**src/iqf_pkg.sv**
```systemverilog
// Shared types and constants for the I/Q integer to float32 converter.
// No dependencies; imported by every module of the block.
`default_nettype none

package iqf_pkg;

  // Sample format codes held in the format register
  typedef enum logic [3:0] {
    FMT_CS8     = 4'd0,
    FMT_CU8     = 4'd1,
    FMT_CS16    = 4'd2,
    FMT_SC16Q11 = 4'd3,
    FMT_CS24    = 4'd4,
    FMT_CU16    = 4'd5,
    FMT_CS32    = 4'd6,
    FMT_CU32    = 4'd7,
    FMT_CF32    = 4'd8
  } fmt_t;

  // Configuration register indexes
  typedef logic [1:0] reg_index_t;
  localparam reg_index_t REG_FORMAT = 2'd0;
  localparam reg_index_t REG_GAIN   = 2'd1;

  localparam logic [3:0]  FORMAT_RESET = 4'd0;
  localparam logic [31:0] GAIN_RESET   = 32'h3F80_0000;
  localparam logic [31:0] CANON_NAN    = 32'h7FC0_0000;
  localparam logic [30:0] INF_MAG      = 31'h7F80_0000;

  // Register stages inside one lane, output register excluded
  localparam int LANE_STAGES = 6;

  // Signed binary exponent of an integer significand
  typedef logic signed [11:0] exp_t;

  // Gain operand as integer significand times a power of two
  typedef struct packed {
    logic        sign;
    logic        zero;
    logic        inf;
    logic        nan;
    logic [23:0] mant;
    exp_t        expo;
  } gain_t;

  // Class and mode bits travelling with a component down a lane
  typedef struct packed {
    logic sign;
    logic zero;
    logic inf;
    logic nan;
    logic undef;
    logic dbl;
  } lane_flags_t;

endpackage

`default_nettype wire

```
**src/iqf_gain_prep.sv**
```systemverilog
// Gain operand register: unpacks the float32 gain, pre-scaled by 2^-23 for cs24.
// Depends on iqf_pkg.
`default_nettype none

module iqf_gain_prep (
  input  logic           clk,
  input  logic [3:0]     fmt,
  input  logic [31:0]    gain_bits,
  output iqf_pkg::gain_t gain
);
  import iqf_pkg::*;

  logic [7:0]  ef;
  logic [22:0] frac;
  logic        special;
  logic [23:0] mg;
  exp_t        eg;
  logic [4:0]  sa;
  logic [47:0] ext;
  logic [23:0] q;
  logic        gd;
  logic        st;
  gain_t       gain_next;

  assign ef      = gain_bits[30:23];
  assign frac    = gain_bits[22:0];
  assign special = (ef == 8'hFF);

  // Unpack, then for cs24 round g * 2^-23 to single where it goes subnormal
  always_comb begin
    mg  = (ef == 8'd0) ? {1'b0, frac} : {1'b1, frac};
    eg  = (ef == 8'd0) ? -12'sd149 : (exp_t'({4'b0, ef}) - 12'sd150);
    sa  = (ef == 8'd0) ? 5'd23 : 5'(8'd24 - ef);
    ext = {mg, 24'b0} >> sa;
    q   = ext[47:24];
    gd  = ext[23];
    st  = |ext[22:0];
    gain_next.sign = gain_bits[31];
    gain_next.inf  = special && (frac == 23'd0);
    gain_next.nan  = special && (frac != 23'd0);
    gain_next.mant = mg;
    gain_next.expo = eg;
    if (fmt == FMT_CS24 && !special) begin
      if (ef >= 8'd24) begin
        gain_next.expo = eg - 12'sd23;
      end else begin
        gain_next.mant = q + {23'b0, gd & (st | q[0])};
        gain_next.expo = -12'sd149;
      end
    end
    gain_next.zero = !special && (gain_next.mant == 24'd0);
  end

  always_ff @(posedge clk) begin
    gain <= gain_next;
  end

endmodule

`default_nettype wire

```
**config.mk**
```make
export PLATFORM = sky130hd
export DESIGN_NAME = iqf_gain_prep
export DESIGN_NICKNAME = d
export VERILOG_FILES = /design/src/iqf_pkg.sv /design/src/iqf_gain_prep.sv
export SDC_FILE = /design/constraint.sdc
export NUM_CORES = 1
export LEC_CHECK = 0
export BUFFER_PORTS_ARGS = -buffer_cell sky130_fd_sc_hd__buf_4
export CAP_MARGIN = 10
export CORE_MARGIN = 5
export CORE_UTILIZATION = 35
export CTS_BUF_LIST = sky130_fd_sc_hd__clkbuf_8 sky130_fd_sc_hd__clkbuf_16
export DETAILED_ROUTE_END_ITERATION = 6
export PLACE_DENSITY = 0.62
export SLEW_MARGIN = 5
export SYNTH_ARGS = -nofsm -noshare
export SYNTH_HDL_FRONTEND = slang
export SYNTH_SLANG_ARGS = --single-unit
```
**constraint.sdc**
```tcl
create_clock -name clk -period 4.8 [get_ports clk]
set_input_delay 0.72 -clock clk [delete_from_list [all_inputs] [get_ports clk]]
set_output_delay 0.72 -clock clk [all_outputs]
set_load 0.05 [all_outputs]
```
==> impl_metrics.csv <==
group,metric,value,unit
global_route,gr-total-overflow,0,
layout,instances_no_fill,906,
worst_setup_path,cp.buffers_inverters,2,
layout,areaGrowthSynthToFinish,45.13,%
synthesis,seq_area_frac_synth,18.88,%
floorplan,core,11960,um^2
worst_setup_path,cp-start-kind,"input pin",
drt,drc,0,
floorplan,die-area,14420,um^2
clock_tree,clk_path_buf_depth,2,
drt,first_iter_violations,604,
layout,multi_input_area,3319,um^2
placed_design,placed_area,5949,um^2
drt,dr_total_vias,5609,
floorplan,ios,77,
clock_tree,clk_pin_slew_worst_paths,0.05,ns
placed_design,dp.cells,895,
worst_setup_path,crit_path_end_kind,"flip-flop",
global_route,antenna_found_initial,0,
layout,final_area,6156,um^2
timing,slew_viol_final,0,
synthesis,ys_ff_latch,40,
clock_tree,htreeDepth,2,
global_route,track_usage,28.39,%
drt,wl_per_cell,23.56,um
clock_tree,cts_root_buf,"clkbuf_16",
worst_hold_path,hp-start,"gain_bits[31]",
clock_tree,cts_tree,"done",
timing,rsz0062_at_grt,"true",
synthesis,netlist_area,4242,um^2
floorplan,start_util,35.46,%
synthesis,synth_edf_count,0,
layout,drive_gt1_share,36.68,%
global_route,grt_max_degree,43,
synthesis,postSynth.asyncResetShare,0,%
clock_tree,numCtsBuffers,5,
pwr,ir_drop,122.9,uV
timing,hold_violations,0,
global_route,grt_first_pass_wirelength,31260,um
drt,viasPerCell,6.191,
timing,relSlewSlack,40.64,%
global_route,first_global_vias,5335,
global_route,use_met2,45.77,%
worst_setup_path,crit_type,"input pin to flip-flop",
clock_tree,cts_hold_buffers,0,
worst_setup_path,cp_slowest_cell,"or4b_4",
timing,period_share,98.03,%
layout,ff_latch_area,800.8,um^2
synthesis,synth_cell_types,76,
layout,num-fill-cells,1207,
pwr,power.density,248.1,nW/um^2
worst_setup_path,path_delay_family,"simple AND/OR/NAND/NOR gates",
global_route,use_met1,37.02,%
timing,fin_crit,4.705,ns
timing,worstMarginPinSlew,0.8811,ns
layout,largest_reg_flops,40,
pwr,fin_total_pwr,1527,uW
worst_setup_path,cpPeakStageDelay,0.58,ns
worst_setup_path,cp.required,5.00,ns
floorplan,num_rows,40,
global_route,grt_util_met3,4.618,%
drt,first_pass_iters,5,
timing,final-setup-viol-count,0,
floorplan,dieWidth,120.1,um
placed_design,gp_congestion,1.008,
global_route,busiest_layer,"met2",
layout,regMostFlops,"gain",
flow_run,max_cap_viol_count,0,
synthesis,yosys_warnings,0,
status,status,"complete, no violations",
clock_tree,clock_sinks,40,
layout,final_common_cell,"buf_4",
worst_setup_path,path_cells,"buf_4 > inv_2 > ha_4 > or4b_4 > o211ai_1 > o211ai_1 > mux2i_2 > a32oi_2 > a21oi_2 > ha_2 > o21ai_2 > or4b_4 > or3_4 > xnor2_2 > a31oi_1 > or4_1 > nor4b_2",
synthesis,synth_cells,581,
layout,layout_common_cells,"211 x buf_4, 74 x nand2_1, 43 x nor2_1, 40 x dfxtp_1, 34 x o21ai_0",
timing,max_freq,212.5,MHz
worst_setup_path,startpoint,"gain_bits[24]",
worst_setup_path,critPathMaxFanout,7,
synthesis,synthFlopType,"dfxtp_1",
worst_setup_path,worstPathArrival,4.90,ns
timing,fin_setup_tns,0,ns
synthesis,syn_area_per_cell,7.300,um^2
pwr,leakagePower,0.002595,uW
synthesis,synthesis.nets,624,
worst_hold_path,min_path_type,"input pin to flip-flop",
layout,reg_top3,"gain (40)",
floorplan,fp.dieH,120.1,um
layout,post-route-util,51.46,%
drt,drt-total-wl,21350,um
drt,ant_nets,0,
layout,layout.nets,800,
placed_design,place_hpwl,17190,um
placed_design,io_buffer_count,76,
## per-layer routing
metal	routed length, um	up-vias
met1	8927	2682
met3	1720	51
met2	9787	301
li1	-	2575
met5	0	-
met4	913	0
## cell usage after synthesis (3+ instances only)
cell	instances	share of area, %
a221oi_1	6	1.2
o22ai_1	7	1.0
nor2b_1	6	0.89
nor2_1	43	3.8
or4_1	6	1.1
o211a_1	3	0.71
o31ai_1	3	0.53
clkbuf_1	34	3.0
o2111ai_1	5	1.0
a31o_2	3	0.62
mux2_2	5	1.3
and2_1	3	0.44
nor3_1	19	2.2
o21a_1	3	0.53
xor2_1	10	2.1
dfxtp_1	40	19
o211ai_2	3	0.89
nand4_1	13	1.9
inv_1	14	1.2
a211oi_1	5	0.89
nand2b_1	4	0.59
o21ai_0	35	4.1
o21ai_1	3	0.35
mux2i_1	23	5.4
buf_4	3	0.53
o211ai_1	23	4.1
nand3_1	30	3.5
nor4_1	12	1.8
a21oi_1	23	2.7
a31oi_1	6	0.89
a32oi_1	10	2.1
a2111oi_0	4	0.83
o221ai_1	7	1.4
nand2_1	75	6.6
ha_1	6	1.8
buf_2	5	0.59
a22oi_1	6	1.1
xnor2_1	16	3.3
or3_1	8	1.2
or2_2	3	0.44
## cell type report
class / instances / area share (%)
Clock buffer: 5 / 2.033
Multi-Input combinational cell: 481 / 53.92
Inverter: 15 / 0.9959
Clock inverter: 3 / 0.3049
Tap cell: 147 / 2.988
Antenna cell: 1 / 0.04065
Sequential cell: 40 / 13.01
Timing Repair Buffer: 214 / 26.71
## final timing paths
check / endpoint / slack [ns] / cells after the start
setup / recovery: gain[38] / 0.09 / 17
hold / removal: gain[39] / 0.55 / 1
## metrics by stage
step / setup WS, ns / hold slack (ns)
CTS: 0.05469 / 0.5422
global route: -0.08848 / 0.5411
global placement: -0.1754 / 0.8253
floorplan: -0.03689 / 0.7477
finish: 0.09458 / 0.5480
detailed placement: -0.2286 / 0.8349
## repair_timing
| action | 4_1_cts | 5_1_grt |
|---|---|---|
| resized for setup | 0 | 10 |
| buffers inserted | 0 | 1 |
| setup endpoints to repair | 0 | 1 |
## cell families after synthesis
logic type	count (synthesis)	synth area share, %
buf+inv	61	6.165
xor+xnor	27	5.752
simple gates	237	28.38
compound gates	179	30.91
mux	31	8.141
fa+ha+maj	6	1.770
flops	40	18.88
## report_power, final
part	total (uW)	switching, uW	leakage [uW]	internal (uW)
clock	319	128	0.0000736	191
sequential	361	6.49	0.000336	354
combinational	848	508	0.00219	340
(Power assumes the default switching activity.)
