`src/iqf_pkg.sv`:
```
// Shared types and constants for the I/Q integer to float32 converter.
// No dependencies; imported by every module of the block.
`default_nettype none

package iqf_pkg;

  // Sample format codes held in the format register
  typedef enum logic [3:0] {
    FMT_CS8     = 4'd0,
    FMT_CU8     = 4'd1,
    FMT_CS16    = 4'd2,
    FMT_SC16Q11 = 4'd3,
    FMT_CS24    = 4'd4,
    FMT_CU16    = 4'd5,
    FMT_CS32    = 4'd6,
    FMT_CU32    = 4'd7,
    FMT_CF32    = 4'd8
  } fmt_t;

  // Configuration register indexes
  typedef logic [1:0] reg_index_t;
  localparam reg_index_t REG_FORMAT = 2'd0;
  localparam reg_index_t REG_GAIN   = 2'd1;

  localparam logic [3:0]  FORMAT_RESET = 4'd0;
  localparam logic [31:0] GAIN_RESET   = 32'h3F80_0000;
  localparam logic [31:0] CANON_NAN    = 32'h7FC0_0000;
  localparam logic [30:0] INF_MAG      = 31'h7F80_0000;

  // Register stages inside one lane, output register excluded
  localparam int LANE_STAGES = 6;

  // Signed binary exponent of an integer significand
  typedef logic signed [11:0] exp_t;

  // Gain operand as integer significand times a power of two
  typedef struct packed {
    logic        sign;
    logic        zero;
    logic        inf;
    logic        nan;
    logic [23:0] mant;
    exp_t        expo;
  } gain_t;

  // Class and mode bits travelling with a component down a lane
  typedef struct packed {
    logic sign;
    logic zero;
    logic inf;
    logic nan;
    logic undef;
    logic dbl;
  } lane_flags_t;

endpackage

`default_nettype wire

```
`src/iqf_lane.sv`:
```
// One component lane: decode, gain multiply, normalise, optional rounding to
// double, subnormal alignment and final round to single. Depends on iqf_pkg.
`default_nettype none

module iqf_lane (
  input  logic           clk,
  input  logic [3:0]     fmt,
  input  logic [31:0]    raw,
  input  iqf_pkg::gain_t gain,
  output logic [31:0]    result
);
  import iqf_pkg::*;

  // Decode signals
  logic [31:0] sx;
  logic [31:0] dm;
  logic        sgn_fmt;
  exp_t        de;
  lane_flags_t df;
  logic [7:0]  xef;
  logic [22:0] xfr;

  // Stage registers
  logic [31:0] m1;
  exp_t        e1;
  lane_flags_t f1;
  logic [55:0] p2;
  exp_t        e2;
  lane_flags_t f2;
  logic [63:0] n3;
  logic [5:0]  c3;
  exp_t        e3;
  lane_flags_t f3;
  logic [63:0] n4;
  exp_t        e4;
  lane_flags_t f4;
  logic [63:0] n5;
  exp_t        e5;
  lane_flags_t f5;
  logic [23:0] mant6;
  logic        gd6;
  logic        st6;
  logic [7:0]  bef6;
  logic        big6;
  lane_flags_t f6;

  // Combinational next values
  lane_flags_t f2_next;
  logic [63:0] n3_next;
  logic [5:0]  c3_next;
  logic [63:0] n4_next;
  logic [5:0]  c4_next;
  logic [52:0] hi;
  logic        up;
  logic [53:0] sum54;
  logic [63:0] n5_next;
  exp_t        e5_next;
  exp_t        be;
  exp_t        diff;
  logic [4:0]  sh;
  logic [25:0] tv;
  logic [51:0] ext;
  logic        inc;
  logic [31:0] sum;
  logic [30:0] mag;

  assign xef = raw[30:23];
  assign xfr = raw[22:0];

  // Decode the raw word into sign, integer magnitude and exponent
  always_comb begin
    sx      = '0;
    dm      = '0;
    sgn_fmt = 1'b0;
    de      = '0;
    df      = '0;
    case (fmt)
      FMT_CS8: begin
        sgn_fmt = 1'b1;
        sx      = {{24{raw[7]}}, raw[7:0]};
        de      = -12'sd7;
      end
      FMT_CU8: begin
        df.sign = ~raw[7];
        dm      = {24'b0, (raw[7] ? raw[6:0] : ~raw[6:0]), 1'b1};
        de      = -12'sd8;
      end
      FMT_CS16: begin
        sgn_fmt = 1'b1;
        sx      = {{16{raw[15]}}, raw[15:0]};
        de      = -12'sd15;
      end
      FMT_SC16Q11: begin
        sgn_fmt = 1'b1;
        sx      = {{16{raw[15]}}, raw[15:0]};
        de      = -12'sd11;
      end
      FMT_CS24: begin
        sgn_fmt = 1'b1;
        sx      = {{8{raw[23]}}, raw[23:0]};
        de      = '0;
      end
      FMT_CU16: begin
        df.sign = ~raw[15];
        dm      = {16'b0, (raw[15] ? raw[14:0] : ~raw[14:0]), 1'b1};
        de      = -12'sd16;
      end
      FMT_CS32: begin
        sgn_fmt = 1'b1;
        sx      = raw;
        de      = -12'sd31;
      end
      FMT_CU32: begin
        df.sign = ~raw[31];
        dm      = {(raw[31] ? raw[30:0] : ~raw[30:0]), 1'b1};
        de      = -12'sd32;
      end
      FMT_CF32: begin
        df.sign = raw[31];
        df.inf  = (xef == 8'hFF) && (xfr == 23'd0);
        df.nan  = (xef == 8'hFF) && (xfr != 23'd0);
        dm      = (xef == 8'd0) ? {9'b0, xfr} : {8'b0, 1'b1, xfr};
        de      = (xef == 8'd0) ? -12'sd149 : (exp_t'({4'b0, xef}) - 12'sd150);
      end
      default: begin
        df.undef = 1'b1;
      end
    endcase
    if (sgn_fmt) begin
      df.sign = sx[31];
      dm      = sx[31] ? (~sx + 32'd1) : sx;
    end
    df.zero = (dm == 32'd0) && !df.inf && !df.nan;
    df.dbl  = fmt inside {FMT_CS32, FMT_CU32};
  end

  // Result class after the gain is applied
  always_comb begin
    f2_next       = f1;
    f2_next.sign  = f1.sign ^ gain.sign;
    f2_next.nan   = f1.nan || gain.nan || (f1.inf && gain.zero) || (f1.zero && gain.inf);
    f2_next.inf   = !f2_next.nan && (f1.inf || gain.inf);
    f2_next.zero  = !f2_next.nan && !f2_next.inf && (f1.zero || gain.zero);
  end

  // Normalise, coarse steps
  always_comb begin
    n3_next = {8'b0, p2};
    c3_next = '0;
    if (n3_next[63:32] == 32'd0) begin
      n3_next = n3_next << 32;
      c3_next = c3_next + 6'd32;
    end
    if (n3_next[63:48] == 16'd0) begin
      n3_next = n3_next << 16;
      c3_next = c3_next + 6'd16;
    end
    if (n3_next[63:56] == 8'd0) begin
      n3_next = n3_next << 8;
      c3_next = c3_next + 6'd8;
    end
  end

  // Normalise, fine steps
  always_comb begin
    n4_next = n3;
    c4_next = c3;
    if (n4_next[63:60] == 4'd0) begin
      n4_next = n4_next << 4;
      c4_next = c4_next + 6'd4;
    end
    if (n4_next[63:62] == 2'd0) begin
      n4_next = n4_next << 2;
      c4_next = c4_next + 6'd2;
    end
    if (!n4_next[63]) begin
      n4_next = n4_next << 1;
      c4_next = c4_next + 6'd1;
    end
  end

  // Round to 53 bits for the 32-bit integer formats
  always_comb begin
    hi      = n4[63:11];
    up      = n4[10] && ((|n4[9:0]) || hi[0]);
    sum54   = {1'b0, hi} + {53'b0, up};
    n5_next = n4;
    e5_next = e4;
    if (f4.dbl) begin
      if (sum54[53]) begin
        n5_next = {1'b1, 63'b0};
        e5_next = e4 + 12'sd1;
      end else begin
        n5_next = {sum54[52:0], 11'b0};
      end
    end
  end

  // Align to single, denormalising below the normal range
  always_comb begin
    be   = e5 + 12'sd127;
    diff = 12'sd1 - be;
    if (be >= 12'sd1) begin
      sh = 5'd0;
    end else if (diff > 12'sd26) begin
      sh = 5'd26;
    end else begin
      sh = diff[4:0];
    end
    tv  = {n5[63:39], |n5[38:0]};
    ext = {tv, 26'b0} >> sh;
  end

  // Final round to nearest even; carry runs into the exponent field
  always_comb begin
    inc = gd6 && (st6 || mant6[0]);
    sum = {1'b0, bef6, 23'b0} + {8'b0, mant6} + {31'b0, inc};
    mag = big6 ? INF_MAG : sum[30:0];
    if (f6.undef) begin
      result = 32'd0;
    end else if (f6.nan) begin
      result = CANON_NAN;
    end else if (f6.inf) begin
      result = {f6.sign, INF_MAG};
    end else if (f6.zero) begin
      result = {f6.sign, 31'b0};
    end else begin
      result = {f6.sign, mag};
    end
  end

  // Pipeline registers
  always_ff @(posedge clk) begin
    m1    <= dm;
    e1    <= de;
    f1    <= df;
    p2    <= {24'b0, m1} * {32'b0, gain.mant};
    e2    <= e1 + gain.expo;
    f2    <= f2_next;
    n3    <= n3_next;
    c3    <= c3_next;
    e3    <= e2;
    f3    <= f2;
    n4    <= n4_next;
    e4    <= e3 + 12'sd63 - exp_t'({6'b0, c4_next});
    f4    <= f3;
    n5    <= n5_next;
    e5    <= e5_next;
    f5    <= f4;
    mant6 <= ext[51:28];
    gd6   <= ext[27];
    st6   <= ext[26] || (|ext[25:0]);
    bef6  <= (be >= 12'sd1) ? (be[7:0] - 8'd1) : 8'd0;
    big6  <= (be > 12'sd254);
    f6    <= f5;
  end

endmodule

`default_nettype wire

```
`config.mk`:
```
export PLATFORM = sky130hd
export DESIGN_NAME = iqf_lane
export DESIGN_NICKNAME = d
export VERILOG_FILES = /design/src/iqf_pkg.sv /design/src/iqf_lane.sv
export SDC_FILE = /design/constraint.sdc
export NUM_CORES = 2
export LEC_CHECK = 0
export ABC_AREA = 1
export BUFFER_PORTS_ARGS = -buffer_cell sky130_fd_sc_hd__buf_2
export CAP_MARGIN = 15
export CORE_MARGIN = 4
export CORE_UTILIZATION = 62
export CTS_CLUSTER_DIAMETER = 150
export CTS_CLUSTER_SIZE = 40
export DETAILED_ROUTE_END_ITERATION = 8
export PLACE_DENSITY = 0.76
export SLEW_MARGIN = 25
export SYNTH_ARGS = -nofsm -noshare
export SYNTH_HDL_FRONTEND = slang
export SYNTH_SLANG_ARGS = --single-unit
export TNS_END_PERCENT = 100
```
`constraint.sdc`:
```
create_clock -name clk -period 7.7 [get_ports clk]
set_input_delay 0 -clock clk [delete_from_list [all_inputs] [get_ports clk]]
set_output_delay 0 -clock clk [all_outputs]
set_load 0.01 [all_outputs]
```
==> impl_metrics.json <==
{
  "status": "completed",
  "wl_per_cell_um": 17.1,
  "ys_ff_latch": 409,
  "hold_class": "in2reg",
  "grt_setup_unrepaired": "false",
  "overflow": 0,
  "ctsRootBufferMaster": "clkbuf_16",
  "dp_hpwl_mm": 98.6,
  "vias_per_cell": 5.36,
  "ys_seq_area_share_pct": 18.2,
  "drt_first_iter_violations": 2879,
  "clock_latency_ns": 0.54,
  "slew_headroom_pct": 28.2,
  "synthArstFlopShare_pct": 0,
  "drv_slew": 0,
  "die_area_mm2": 0.0771,
  "final-hold-violation-count": 0,
  "antenna_left": 0,
  "grt_max_degree": 71,
  "dr.pass1.iters": 6,
  "rows": 98,
  "clockBufferDepth": 3,
  "clk_pin_slew_ns": 0.15,
  "drive_gt1_share_pct": 5.51,
  "cap_violations": 0,
  "critical-path-slowest-cell": "fa_1",
  "antenna_found_initial": 2,
  "crit_top_cell": "fa_1",
  "yosys_warnings": 0,
  "endpoint_kind": "register",
  "final.setup.tns_ns": 0,
  "syn_area_mm2": 0.0451,
  "worst_slew_pin_slew_ns": 1.07,
  "final_cell_mix": "inv_1, nand2_1, fa_1",
  "crit_type": "reg2reg",
  "coreArea_mm2": 0.0717,
  "numCtsBuffers": 14,
  "final_common_cell": "inv_1",
  "die_x_um": 278,
  "path_max_fanout": 19,
  "nets": 7004,
  "synth_flop_cell": "dfxtp_1",
  "critPathArrivalTime_ns": 7.70,
  "fin_crit_sh_pct": 94.0,
  "io_buffers": 108,
  "syn_area_per_cell_um2": 7.51,
  "holdPathStages": 4,
  "synth-edff-count": 0,
  "die_height_um": 278,
  "grt_pass1_wl_mm": 195,
  "start_util_pct": 62.9,
  "clock_sinks": 409,
  "max_stage_delay_ns": 0.53,
  "synth.distinct_cells": 66,
  "io_pins": 109,
  "grt_pass1_vias": 37655,
  "dr_total_vias": 37464,
  "max_freq_mhz": 138,
  "worstPathRequired_ns": 8.16,
  "period_needed_ns": 7.24,
  "wirelength_mm": 119,
  "area_growth_syn_to_layout_pct": 5.52,
  "reg2reg_depth": 28,
  "track_usage_pct": 31.1,
  "cp-start-kind": "register",
  "setup_viol": 0,
  "cts_tree": "built",
  "gp_congestion": 0.972,
  "syn_inst": 6001,
  "drc": 0,
  "cts_htree_levels": 1,
  "finClkSkew_ns": 0.0228
}
## state kept, by name (all words and copies together) (netlist names)
signal	flops
n3	64
n4	64
n5	64
p2	56
m1	32
mant6	24
e2	12
e3	12
e4	12
e5	12
e1	9
bef6	8
f1	6
f2	6
f3	6
f4	6
f5	5
f6	5
c3	3
big6	1
gd6	1
st6	1
## cell families after synthesis
family,Yosys count,synth area share [%]
XOR/XNOR,135,2.62
buffers and inverters,1711,14.4
AND/OR/NAND/NOR,2203,20.5
adder cells (fa/ha/maj),885,35.5
AO/OA/AOI/OAI,593,7.37
other,1,0.00832
flip-flops,409,18.2
multiplexers,64,1.42
## area by class of cell
type / count / area (µm²)
multi-input cells: 3888 / 30500
fillers: 6345 / 24100
flip-flops and latches: 409 / 8200
inverters: 1479 / 5550
repair buffers: 250 / 1770
well taps: 950 / 1190
clock buffers: 14 / 350
clock inverters: 3 / 53.8
diodes: 3 / 7.51
## worst max-delay path: cells and delay by family (launching register included)
kind / cells / cell delay (ns)
DFF: 1 / 0.45
and+or+nand+nor: 6 / 0.53
buffers and inverters: 7 / 0.65
AOI/OAI and AO/OA: 7 / 1.70
adders and majority gates: 8 / 3.80
## routing by layer
metal,GRT usage (%),wire length [µm],up-vias
met2,53.2,57500,1421
li1,-,-,17961
met1,39.9,47600,17769
met5,0,0,-
met4,14.0,6650,0
met3,3.40,7580,313
## worst paths after layout
check	start	to	slack (ns)
min	raw[12]	m1[13]	0.04
min reg2reg	f4[2]	f5[2]	0.34
max reg2reg	m1[12]	p2[49]	0.46
max	m1[12]	p2[49]	0.46
## synthesized netlist by cell type, types with 12 or more instances
cell | instances | area (µm²)
buf_2 | 26 | 130
buf_1 | 12 | 45.0
o21bai_1 | 12 | 90.1
xor2_1 | 95 | 832
mux2i_1 | 64 | 641
nor2_1 | 288 | 1080
fa_1 | 660 | 13200
ha_1 | 225 | 2820
clkbuf_1 | 186 | 698
inv_2 | 12 | 45.0
a31oi_1 | 48 | 300
inv_1 | 1464 | 5500
nor4_1 | 36 | 225
o22ai_1 | 17 | 106
dfxtp_1 | 409 | 8190
nand2_1 | 1436 | 5390
a21oi_1 | 196 | 981
nor3_1 | 64 | 320
nand3_1 | 222 | 1110
xnor2_1 | 40 | 350
nand4_1 | 40 | 250
or2_2 | 54 | 338
o21ai_0 | 241 | 1210
## through the flow
| stage | hold WS (ns) | setup slack, ns | util, % | std cells | instance area (µm²) |
|---|---|---|---|---|---|
| global placement | 0.258 | 0.565 | 64.9 | 6912 | 46500 |
| floorplan | 0.0724 | 0.992 | - | 6008 | 45100 |
| detailed placement | 0.257 | 0.439 | 64.9 | 6912 | 46500 |
| global route | 0.0220 | 0.00409 | 66.3 | 6996 | 47600 |
| finish | 0.0360 | 0.462 | 66.3 | 6996 | 47600 |
| CTS | 0.00100 | 0.379 | 66.3 | 6991 | 47500 |
## what timing repair did
action | 4_1_cts | 5_1_grt
hold buffers | 62 | 2
resized for setup | 0 | 8
buffers inserted | 0 | 0
endpoints found under the setup margin | 0 | 4
endpoints found under the hold margin | 46 | 2
Power is not shown: default switching activity piles up to over one toggle a cycle in this logic, so the estimate is an artifact.
